[src/hw/rtl/wrsq_pkg.sv]
// Package for the windowed random step sequencer.
// Holds opcodes, register indexes, reset values and the window control struct.
// No dependencies.
package wrsq_pkg;

	typedef enum logic {
		OP_TICK = 1'b0,
		OP_LOAD = 1'b1
	} op_t;

	typedef enum logic {
		CFG_CV_SCALE    = 1'b0,
		CFG_PULSE_TICKS = 1'b1
	} cfg_reg_t;

	localparam int unsigned VAL_W   = 16;
	localparam int unsigned FIELD_W = 5;
	localparam int unsigned SPAN_W  = 6;
	localparam int unsigned CNT_W   = 32;

	localparam logic signed [VAL_W-1:0] CV_SCALE_RST    = 16'sd3277;
	localparam logic        [VAL_W-1:0] PULSE_TICKS_RST = 16'd48;

	typedef struct packed {
		logic rev;
		logic eos_hit;
	} win_ctl_t;

endpackage

[src/hw/rtl/wrsq_table.sv]
// Value table: flop array with one write port and one asynchronous read port.
// Depends on wrsq_pkg.
module wrsq_table
	import wrsq_pkg::*;
#(
	parameter int unsigned TABLE_DEPTH = 32
) (
	input  logic                           clk,
	input  logic                           we,
	input  logic [FIELD_W-1:0]             waddr,
	input  logic [VAL_W-1:0]               wdata,
	input  logic [$clog2(TABLE_DEPTH)-1:0] raddr,
	output logic [VAL_W-1:0]               rdata
);

	localparam int unsigned IW = $clog2(TABLE_DEPTH);
	localparam int unsigned XW = (IW > FIELD_W) ? IW : FIELD_W;

	logic [VAL_W-1:0] mem_q [TABLE_DEPTH];
	logic [XW:0]      waddr_x;
	logic             waddr_ok;

	assign waddr_x  = (XW+1)'(waddr);
	assign waddr_ok = waddr_x < (XW+1)'(TABLE_DEPTH);

	always_ff @(posedge clk) begin
		if (we && waddr_ok) begin
			mem_q[waddr_x[IW-1:0]] <= wdata;
		end
	end

	assign rdata = mem_q[raddr];

endmodule

[src/hw/rtl/wrsq_window.sv]
// Play window: bounds from start and span, pull-in, step and reset of the index.
// Depends on wrsq_pkg.
module wrsq_window
	import wrsq_pkg::*;
#(
	parameter int unsigned TABLE_DEPTH = 32
) (
	input  logic [$clog2(TABLE_DEPTH)-1:0] play_index,
	input  logic [FIELD_W-1:0]             start_index,
	input  logic signed [SPAN_W-1:0]       span,
	input  logic                           step_en,
	input  logic                           reset_edge,
	output logic [$clog2(TABLE_DEPTH)-1:0] read_index,
	output logic [$clog2(TABLE_DEPTH)-1:0] next_index,
	output win_ctl_t                       ctl
);

	localparam int unsigned IW = $clog2(TABLE_DEPTH);
	localparam int unsigned XW = (IW > FIELD_W) ? IW : FIELD_W;
	localparam int unsigned AW = XW + 2;
	localparam logic signed [AW-1:0] LAST_A  = AW'(TABLE_DEPTH - 1);
	localparam logic signed [AW-1:0] DEPTH_A = AW'(TABLE_DEPTH);
	localparam logic [IW-1:0]        LAST_I  = IW'(TABLE_DEPTH - 1);

	logic signed [AW-1:0] start_a, span_a, far_a;
	logic [IW-1:0]        lo, hi, home, p0, stepped;
	logic                 rev, pulled;

	function automatic logic in_win(input logic [IW-1:0] i, input logic [IW-1:0] l,
			input logic [IW-1:0] h);
		if (l <= h) begin
			return (i >= l) && (i <= h);
		end
		return (i >= l) || (i <= h);
	endfunction

	always_comb begin
		start_a = AW'(start_index);
		if (start_a > LAST_A) begin
			start_a = LAST_A;
		end
		span_a = AW'(span);
		if (span_a > LAST_A) begin
			span_a = LAST_A;
		end else if (span_a < -LAST_A) begin
			span_a = -LAST_A;
		end
		far_a = start_a + span_a;
		if (far_a < 0) begin
			far_a = far_a + DEPTH_A;
		end else if (far_a >= DEPTH_A) begin
			far_a = far_a - DEPTH_A;
		end
		rev = span_a < 0;
		if (rev) begin
			lo = far_a[IW-1:0];
			hi = start_a[IW-1:0];
		end else begin
			lo = start_a[IW-1:0];
			hi = far_a[IW-1:0];
		end
		home = rev ? hi : lo;

		p0 = ((IW+1)'(play_index) >= (IW+1)'(TABLE_DEPTH)) ? lo : play_index;
		read_index = in_win(p0, lo, hi) ? p0 : home;

		if (rev) begin
			stepped = (read_index == '0) ? LAST_I : read_index - 1'b1;
		end else begin
			stepped = (read_index == LAST_I) ? '0 : read_index + 1'b1;
		end
		pulled = !in_win(stepped, lo, hi);
		if (pulled) begin
			stepped = home;
		end

		next_index = step_en ? stepped : read_index;
		if (reset_edge) begin
			next_index = home;
		end

		ctl.rev     = rev;
		ctl.eos_hit = step_en && pulled;
	end

endmodule

[src/hw/rtl/wrsq_value.sv]
// Value path: filter window on the table value and scaling to the CV output.
// Depends on wrsq_pkg.
module wrsq_value
	import wrsq_pkg::*;
(
	input  logic [VAL_W-1:0]        raw_value,
	input  logic signed [VAL_W-1:0] filter,
	input  logic signed [VAL_W-1:0] cv_scale,
	output logic [VAL_W-1:0]        value,
	output logic signed [VAL_W-1:0] cv
);

	logic signed [VAL_W+1:0]   v_e, f2;
	logic signed [VAL_W:0]     mul_a, mul_b, scale_e;
	logic signed [2*VAL_W+1:0] prod;

	always_comb begin
		v_e = $signed({2'b00, raw_value});
		f2  = (VAL_W+2)'(filter) <<< 1;
		value = raw_value;
		if (filter > 0 && v_e < f2) begin
			value = '0;
		end
		if (filter < 0 && v_e > (f2 + $signed((VAL_W+2)'(1 << VAL_W)))) begin
			value = '0;
		end

		scale_e = (VAL_W+1)'(cv_scale);
		if (cv_scale < 0) begin
			mul_a = $signed({1'b0, value}) - $signed((VAL_W+1)'(1 << (VAL_W-1)));
			mul_b = -scale_e;
		end else begin
			mul_a = $signed({1'b0, value});
			mul_b = scale_e;
		end
		prod = mul_a * mul_b;
		cv   = prod[2*VAL_W-1:VAL_W];
	end

endmodule

[src/hw/rtl/windowed_random_step_sequencer.sv]
// Top level of the windowed random step sequencer: input register, tick logic,
// state registers and result register. Depends on wrsq_pkg, wrsq_table,
// wrsq_window and wrsq_value.
//
//  channel | handshake            | payload
//  --------+----------------------+-------------------------------------------
//  in      | in_valid / in_stall  | opcode, load_addr, load_value, clock_edge,
//          |                      | run_toggle, reset_edge, start_index, span,
//          |                      | filter
//  out     | out_valid / out_stall| step_index, cv_out, gate_on, trigger_on,
//          |                      | eos_on, running
//  cfg     | cfg_we               | cfg_index, cfg_data
//
// One transaction per cycle unless in_stall holds the input; each passes the input
// register, then the result register. A transaction is evaluated combinationally
// between the input register and the result register; the table read and the two
// multipliers set the path. The input register keeps accepting while a result
// waits; stall reaches the input only when both registers are full. Reset clears
// run, index, counters and gate state; the table holds nothing until loaded.
module windowed_random_step_sequencer
	import wrsq_pkg::*;
#(
	parameter int unsigned TABLE_DEPTH = 32
) (
	input  logic                      clk,
	input  logic                      arst_n,
	input  logic                      cfg_we,
	input  logic                      cfg_index,
	input  logic [VAL_W-1:0]          cfg_data,
	input  logic                      in_valid,
	output logic                      in_stall,
	input  logic                      opcode,
	input  logic [FIELD_W-1:0]        load_addr,
	input  logic [VAL_W-1:0]          load_value,
	input  logic                      clock_edge,
	input  logic                      run_toggle,
	input  logic                      reset_edge,
	input  logic [FIELD_W-1:0]        start_index,
	input  logic signed [SPAN_W-1:0]  span,
	input  logic signed [VAL_W-1:0]   filter,
	output logic                      out_valid,
	input  logic                      out_stall,
	output logic [FIELD_W-1:0]        step_index,
	output logic signed [VAL_W-1:0]   cv_out,
	output logic                      gate_on,
	output logic                      trigger_on,
	output logic                      eos_on,
	output logic                      running
);

	localparam int unsigned IW = $clog2(TABLE_DEPTH);
	localparam int unsigned XW = (IW > FIELD_W) ? IW : FIELD_W;
	localparam logic [CNT_W-1:0] CNT_MAX = '1;

	// input register
	logic                     valid_s1;
	logic                     opcode_s1;
	logic [FIELD_W-1:0]       load_addr_s1;
	logic [VAL_W-1:0]         load_value_s1;
	logic                     clock_edge_s1, run_toggle_s1, reset_edge_s1;
	logic [FIELD_W-1:0]       start_index_s1;
	logic signed [SPAN_W-1:0] span_s1;
	logic signed [VAL_W-1:0]  filter_s1;

	// result register
	logic                     out_valid_s2;
	logic [FIELD_W-1:0]       step_index_s2;
	logic signed [VAL_W-1:0]  cv_s2;
	logic                     gate_s2, trig_s2, eos_s2, run_s2;

	// state
	logic signed [VAL_W-1:0]  cv_scale_q;
	logic [VAL_W-1:0]         pulse_ticks_q;
	logic [IW-1:0]            play_q;
	logic                     run_q, gate_q, stepped_once_q;
	logic [VAL_W-1:0]         eos_cnt_q, trig_cnt_q;
	logic [CNT_W-1:0]         tsc_q, gate_elapsed_q, gate_limit_q;

	logic                     accept, fire, tick, load, run_next, step_en, step_fire;
	logic [IW-1:0]            read_idx, next_idx, play_next;
	logic [XW-1:0]            play_x;
	win_ctl_t                 win_ctl;
	logic [VAL_W-1:0]         raw_v, filt_v;
	logic signed [VAL_W-1:0]  cv_tick;
	logic [VAL_W-1:0]         eos_arm, trig_arm, eos_cnt_n, trig_cnt_n;
	logic                     eos_now, trig_now;
	logic [CNT_W-1:0]         tsc_inc, ge_inc;
	logic [CNT_W+VAL_W-1:0]   gate_prod;
	logic [CNT_W+VAL_W:0]     gate_round;
	logic [CNT_W-1:0]         gate_limit_new;

	assign fire     = valid_s1 && (!out_valid_s2 || !out_stall);
	assign in_stall = valid_s1 && out_valid_s2 && out_stall;
	assign accept   = in_valid && !in_stall;
	assign tick     = fire && (opcode_s1 == OP_TICK);
	assign load     = fire && (opcode_s1 == OP_LOAD);

	assign run_next  = run_q ^ run_toggle_s1;
	assign step_en   = run_next && clock_edge_s1;
	assign step_fire = tick && step_en;

	wrsq_table #(.TABLE_DEPTH(TABLE_DEPTH)) u_table (
		.clk   (clk),
		.we    (load),
		.waddr (load_addr_s1),
		.wdata (load_value_s1),
		.raddr (read_idx),
		.rdata (raw_v)
	);

	wrsq_window #(.TABLE_DEPTH(TABLE_DEPTH)) u_window (
		.play_index  (play_q),
		.start_index (start_index_s1),
		.span        (span_s1),
		.step_en     (step_en),
		.reset_edge  (reset_edge_s1),
		.read_index  (read_idx),
		.next_index  (next_idx),
		.ctl         (win_ctl)
	);

	wrsq_value u_value (
		.raw_value (raw_v),
		.filter    (filter_s1),
		.cv_scale  (cv_scale_q),
		.value     (filt_v),
		.cv        (cv_tick)
	);

	always_comb begin
		eos_arm  = (win_ctl.eos_hit && eos_cnt_q < pulse_ticks_q) ? pulse_ticks_q : eos_cnt_q;
		trig_arm = (step_en && filt_v != '0 && trig_cnt_q < pulse_ticks_q) ?
			pulse_ticks_q : trig_cnt_q;
		eos_now    = eos_arm != '0;
		trig_now   = trig_arm != '0;
		eos_cnt_n  = eos_now ? eos_arm - 1'b1 : eos_arm;
		trig_cnt_n = trig_now ? trig_arm - 1'b1 : trig_arm;

		tsc_inc = (tsc_q == CNT_MAX) ? tsc_q : tsc_q + 1'b1;
		ge_inc  = (gate_elapsed_q == CNT_MAX) ? gate_elapsed_q : gate_elapsed_q + 1'b1;
		gate_prod      = tsc_inc * filt_v;
		gate_round     = (CNT_W+VAL_W+1)'(gate_prod) + (CNT_W+VAL_W+1)'({VAL_W{1'b1}});
		gate_limit_new = gate_round[CNT_W+VAL_W-1:VAL_W];

		play_next = tick ? next_idx : play_q;
		play_x    = XW'(play_next);
	end

	always_ff @(posedge clk or negedge arst_n) begin
		if (!arst_n) begin
			valid_s1     <= 1'b0;
			out_valid_s2 <= 1'b0;
		end else begin
			if (accept) begin
				valid_s1 <= 1'b1;
			end else if (fire) begin
				valid_s1 <= 1'b0;
			end
			out_valid_s2 <= fire || (out_valid_s2 && out_stall);
		end
	end

	always_ff @(posedge clk) begin
		if (accept) begin
			opcode_s1      <= opcode;
			load_addr_s1   <= load_addr;
			load_value_s1  <= load_value;
			clock_edge_s1  <= clock_edge;
			run_toggle_s1  <= run_toggle;
			reset_edge_s1  <= reset_edge;
			start_index_s1 <= start_index;
			span_s1        <= span;
			filter_s1      <= filter;
		end
	end

	always_ff @(posedge clk) begin
		if (fire) begin
			step_index_s2 <= play_x[FIELD_W-1:0];
			if (load) begin
				cv_s2   <= '0;
				gate_s2 <= gate_q;
				trig_s2 <= trig_cnt_q != '0;
				eos_s2  <= eos_cnt_q != '0;
				run_s2  <= run_q;
			end else begin
				cv_s2   <= cv_tick;
				trig_s2 <= trig_now;
				eos_s2  <= eos_now;
				run_s2  <= run_next;
				if (step_fire && stepped_once_q) begin
					gate_s2 <= gate_limit_new != '0;
				end else begin
					gate_s2 <= gate_q && (ge_inc < gate_limit_q);
				end
			end
		end
	end

	always_ff @(posedge clk or negedge arst_n) begin
		if (!arst_n) begin
			cv_scale_q    <= CV_SCALE_RST;
			pulse_ticks_q <= PULSE_TICKS_RST;
		end else if (cfg_we) begin
			unique case (cfg_reg_t'(cfg_index))
				CFG_CV_SCALE:    cv_scale_q    <= cfg_data;
				CFG_PULSE_TICKS: pulse_ticks_q <= cfg_data;
			endcase
		end
	end

	always_ff @(posedge clk or negedge arst_n) begin
		if (!arst_n) begin
			play_q         <= '0;
			run_q          <= 1'b0;
			eos_cnt_q      <= '0;
			trig_cnt_q     <= '0;
			tsc_q          <= '0;
			gate_elapsed_q <= '0;
			gate_limit_q   <= '0;
			gate_q         <= 1'b0;
			stepped_once_q <= 1'b0;
		end else if (tick) begin
			play_q     <= next_idx;
			run_q      <= run_next;
			eos_cnt_q  <= eos_cnt_n;
			trig_cnt_q <= trig_cnt_n;
			if (step_en && stepped_once_q) begin
				gate_elapsed_q <= '0;
				gate_limit_q   <= gate_limit_new;
				gate_q         <= gate_limit_new != '0;
			end else if (gate_q) begin
				gate_elapsed_q <= ge_inc;
				if (ge_inc >= gate_limit_q) begin
					gate_q <= 1'b0;
				end
			end
			if (step_en) begin
				tsc_q <= '0;
				if (!stepped_once_q) begin
					stepped_once_q <= 1'b1;
				end
			end else begin
				tsc_q <= tsc_inc;
			end
		end
	end

	assign out_valid  = out_valid_s2;
	assign step_index = step_index_s2;
	assign cv_out     = cv_s2;
	assign gate_on    = gate_s2;
	assign trigger_on = trig_s2;
	assign eos_on     = eos_s2;
	assign running    = run_s2;

	a_hold_s1: assert property (@(posedge clk) disable iff (!arst_n)
		valid_s1 && !fire |=> valid_s1)
		else $error("pending transaction dropped from input register");

	a_fire_out: assert property (@(posedge clk) disable iff (!arst_n)
		fire |=> out_valid_s2)
		else $error("evaluated transaction produced no result");

	a_gate_open: assert property (@(posedge clk) disable iff (!arst_n)
		$rose(gate_q) |-> $past(step_fire))
		else $error("gate opened without a step");

	a_result_gate: assert property (@(posedge clk) disable iff (!arst_n)
		fire |=> gate_s2 == gate_q)
		else $error("reported gate differs from gate state");

endmodule

[config.mk]
export PLATFORM = sky130hd
export DESIGN_NAME = windowed_random_step_sequencer
export DESIGN_NICKNAME = d
export VERILOG_FILES = /design/src/hw/rtl/wrsq_pkg.sv /design/src/hw/rtl/wrsq_table.sv /design/src/hw/rtl/wrsq_window.sv /design/src/hw/rtl/wrsq_value.sv /design/src/hw/rtl/windowed_random_step_sequencer.sv
export SDC_FILE = /design/constraint.sdc
export NUM_CORES = 2
export LEC_CHECK = 0
export BUFFER_PORTS_ARGS = -buffer_cell sky130_fd_sc_hd__buf_2
export CAP_MARGIN = 20
export CORE_ASPECT_RATIO = 1.1
export CORE_MARGIN = 1.5
export CORE_UTILIZATION = 59
export CTS_CLUSTER_DIAMETER = 200
export DETAILED_ROUTE_END_ITERATION = 10
export GPL_TIMING_DRIVEN = 1
export HOLD_SLACK_MARGIN = 0.12
export PLACE_DENSITY = 0.78
export SYNTH_ARGS = -nofsm -noshare
export SYNTH_HDL_FRONTEND = slang
export SYNTH_SLANG_ARGS = --single-unit
[constraint.sdc]
create_clock -name clk -period 15.8 [get_ports clk]
set_clock_uncertainty 0.05 [all_clocks]
set_input_delay 0 -clock clk [delete_from_list [all_inputs] [get_ports clk]]
set_output_delay 0 -clock clk [all_outputs]
set_load 0.02 [all_outputs]
==> flow_summary.ini <==
[cts]
clock_sinks = 759
cts_tree = built
clock_latency_ns = 0.72
cts_buffers = 80
cts.root.buffer_cell = clkbuf_16
htreeDepth = 3
clock_path_buffers = 3
clk_pin_slew_worst_paths_ns = 0.06

[synthesis]
syn_area_per_cell_sq_um = 10.7
ys_seq_area_share_pct = 35.5
ys.flop_type = edfxtp_1
async_flop_share_pct = 22.4
synth_enable_flop_cells = 589
synth-seq-cells = 759
synthCells = 5752
synthDistinctLibCells = 90
synthesis.area_sq_mm = 0.0618
yosys_warnings = 0

[final_layout]
fill_cells = 7560
finalNonFillerCells = 7628
area_growth_syn_to_layout_pct = 14.5
layout_commonest_cell = inv_1
drive_gt1_share_pct = 12.9
nets = 7283
layout_common_cells = inv_1, nand2_1, fa_1, edfxtp_1, nor2_1

[sta]
max-slew-margin-rel_pct = 23.5
layout_setup_ws_ns = 0.358
rsz0062_at_grt = yes
max_freq_mhz = 64.8
slew_viol_final = 0
fin_crit_sh_pct = 97.7
worst_pin_slew_ns = 1.14
holdWs_ns = 0.207
setup_viol = 0
hold_violations = 0
period_minus_slack_ns = 15.44

[route]
totalWireLength_mm = 189
antenna_left = 0
via_per_inst = 6.09
drt_iter0_drc = 4632
wl_per_cell_um = 24.7
vias = 46500
drc = 0
first_pass_iters = 6

[setup_path]
r2r_cells = 64
critical_path.slowest_cell = fa_1
max_stage_delay_ns = 0.55
crit_fanout = 8
cp.required_ns = 16.17
critPathLaunch = span_s1[3]$_DFFE_PP_
cp-end-kind = flop
cpMostUsedCell = fa_1
critPathKind = flop to flop
rrSetupSlack_ns = 0.36
endpoint = gate_on$_DFFE_PP_
startpoint_type = flop
r2r-start = span_s1[3]$_DFFE_PP_
critPathArrivalTime_ns = 15.82
r2r-end = gate_on$_DFFE_PP_

[placement]
dpl.hpwl_mm = 135
place_congestion = 1.02
io_buffer_count = 100
dp_cells = 7277
dpl_worst_slack_ns = -0.241

[global_routing]
grt_max_degree = 72
grt-ovfl-total = 0
first_global_vias = 48100
grt_antenna_before_repair = 1
top_usage_layer = met2
met2_usage_pct = 58.8
use_met3_pct = 7.19
grt_pass1_wl_mm = 285
gr-usage-met1_pct = 43.2
grt_usage_pct = 35.6

[job]
maxCapViolations = 0

[floorplan]
rows = 124
die_w_um = 311
core-area_sq_mm = 0.104
die_area_sq_mm = 0.107
io_pins = 101
start_util_pct = 59.5
fp.dieH_um = 342

[run_status]
outcome = finished clean

[worst_hold_path]
hold_class = input pin to flop
hp-start = cfg_we
[worst min-delay path by stage]
stage,cells past startpoint,slack (ns),end
2_1_floorplan,0,-0.35,cv_scale_q[12]$_DFFE_PN0P_
3_3_place_gp,1,-0.1,run_q$_DFFE_PN0P_
3_5_place_dp,1,-0.09,run_q$_DFFE_PN0P_
4_1_cts,4,0.14,cv_scale_q[0]$_DFFE_PN1P_
5_1_grt,4,0.22,cv_scale_q[0]$_DFFE_PN1P_
6_report,3,0.21,pulse_ticks_q[8]$_DFFE_PN0P_
[per-layer routing]
| layer | wire (um) | vias up |
|---|---|---|
| li1 | - | 19800 |
| met1 | 66900 | 23300 |
| met2 | 90600 | 2686 |
| met3 | 17600 | 664 |
| met4 | 13400 | 0 |
| met5 | 0 | - |
[cell usage after synthesis, drive strengths merged (125+ instances only)]
cell      n  area (sq um)
inv     847          3180
nand2   801          3010
fa      713         14300
edfxtp  589         17700
nor2    476          1790
ha      322          4030
clkbuf  197           739
o21ai   182           911
dfrtp   161          4030
nand3   136           681
mux2i   132          1330
a21oi   125           626
[per-stage QoR]
stage               setup TNS (ns)  util (%)  instance area, sq um
floorplan                        0         -                 61800
global placement                 0      63.0                 65300
detailed placement          -0.361      63.0                 65400
CTS                              0      67.1                 69700
global route                -0.279      68.1                 70700
finish                           0      68.1                 70700
[worst max-delay path, delay by kind of cell (launching register included)]
family | cells | cell delay [ns]
flops | 1 | 0.38
compound gates | 22 | 3.57
xor+xnor | 3 | 0.57
buf+inv | 9 | 1.00
simple gates | 13 | 3.17
mux | 4 | 1.35
fa+ha+maj | 13 | 5.01
[logic make-up after synthesis]
kind of cell             share of synthesized area, %
other                                         0.00607
AND/OR/NAND/NOR                                  12.9
multiplexers                                     6.02
flip-flops                                       35.5
AO/OA/AOI/OAI                                    6.13
buffers and inverters                            7.06
adder cells (fa/ha/maj)                          29.7
XOR/XNOR                                         2.71
[sequential cells by signal, indices dropped and copies added (netlist names), 32 cells and up]
signal          cells
gate_elapsed_q     32
gate_limit_q       32
tsc_q              32
u_table.mem_q     512
[layout make-up]
cell class	count	area, sq um	share of cell area, %
antenna	3	7.51	0.0106
clock inverter	45	564	0.798
timing repair buffer	578	5080	7.18
tap	1386	1730	2.45
multi-input combinational	3904	36000	50.9
timing repair inverter	1	8.76	0.0124
clock buffer	102	2140	3.02
inverter	850	3210	4.54
sequential	759	22000	31.1
[timing repair]
action | CTS | global route
hold endpoints to repair | 249 | 0
hold buffers | 150 | 0
pin swaps | 0 | 11
setup buffers | 3 | 28
setup endpoints to repair | 8 | 22
gates cloned | 1 | 7
resized for setup | 12 | 81
Power is left out: the tool's default activity adds up to more than one toggle a clock period on the data nets, which glitch-free logic cannot reach.
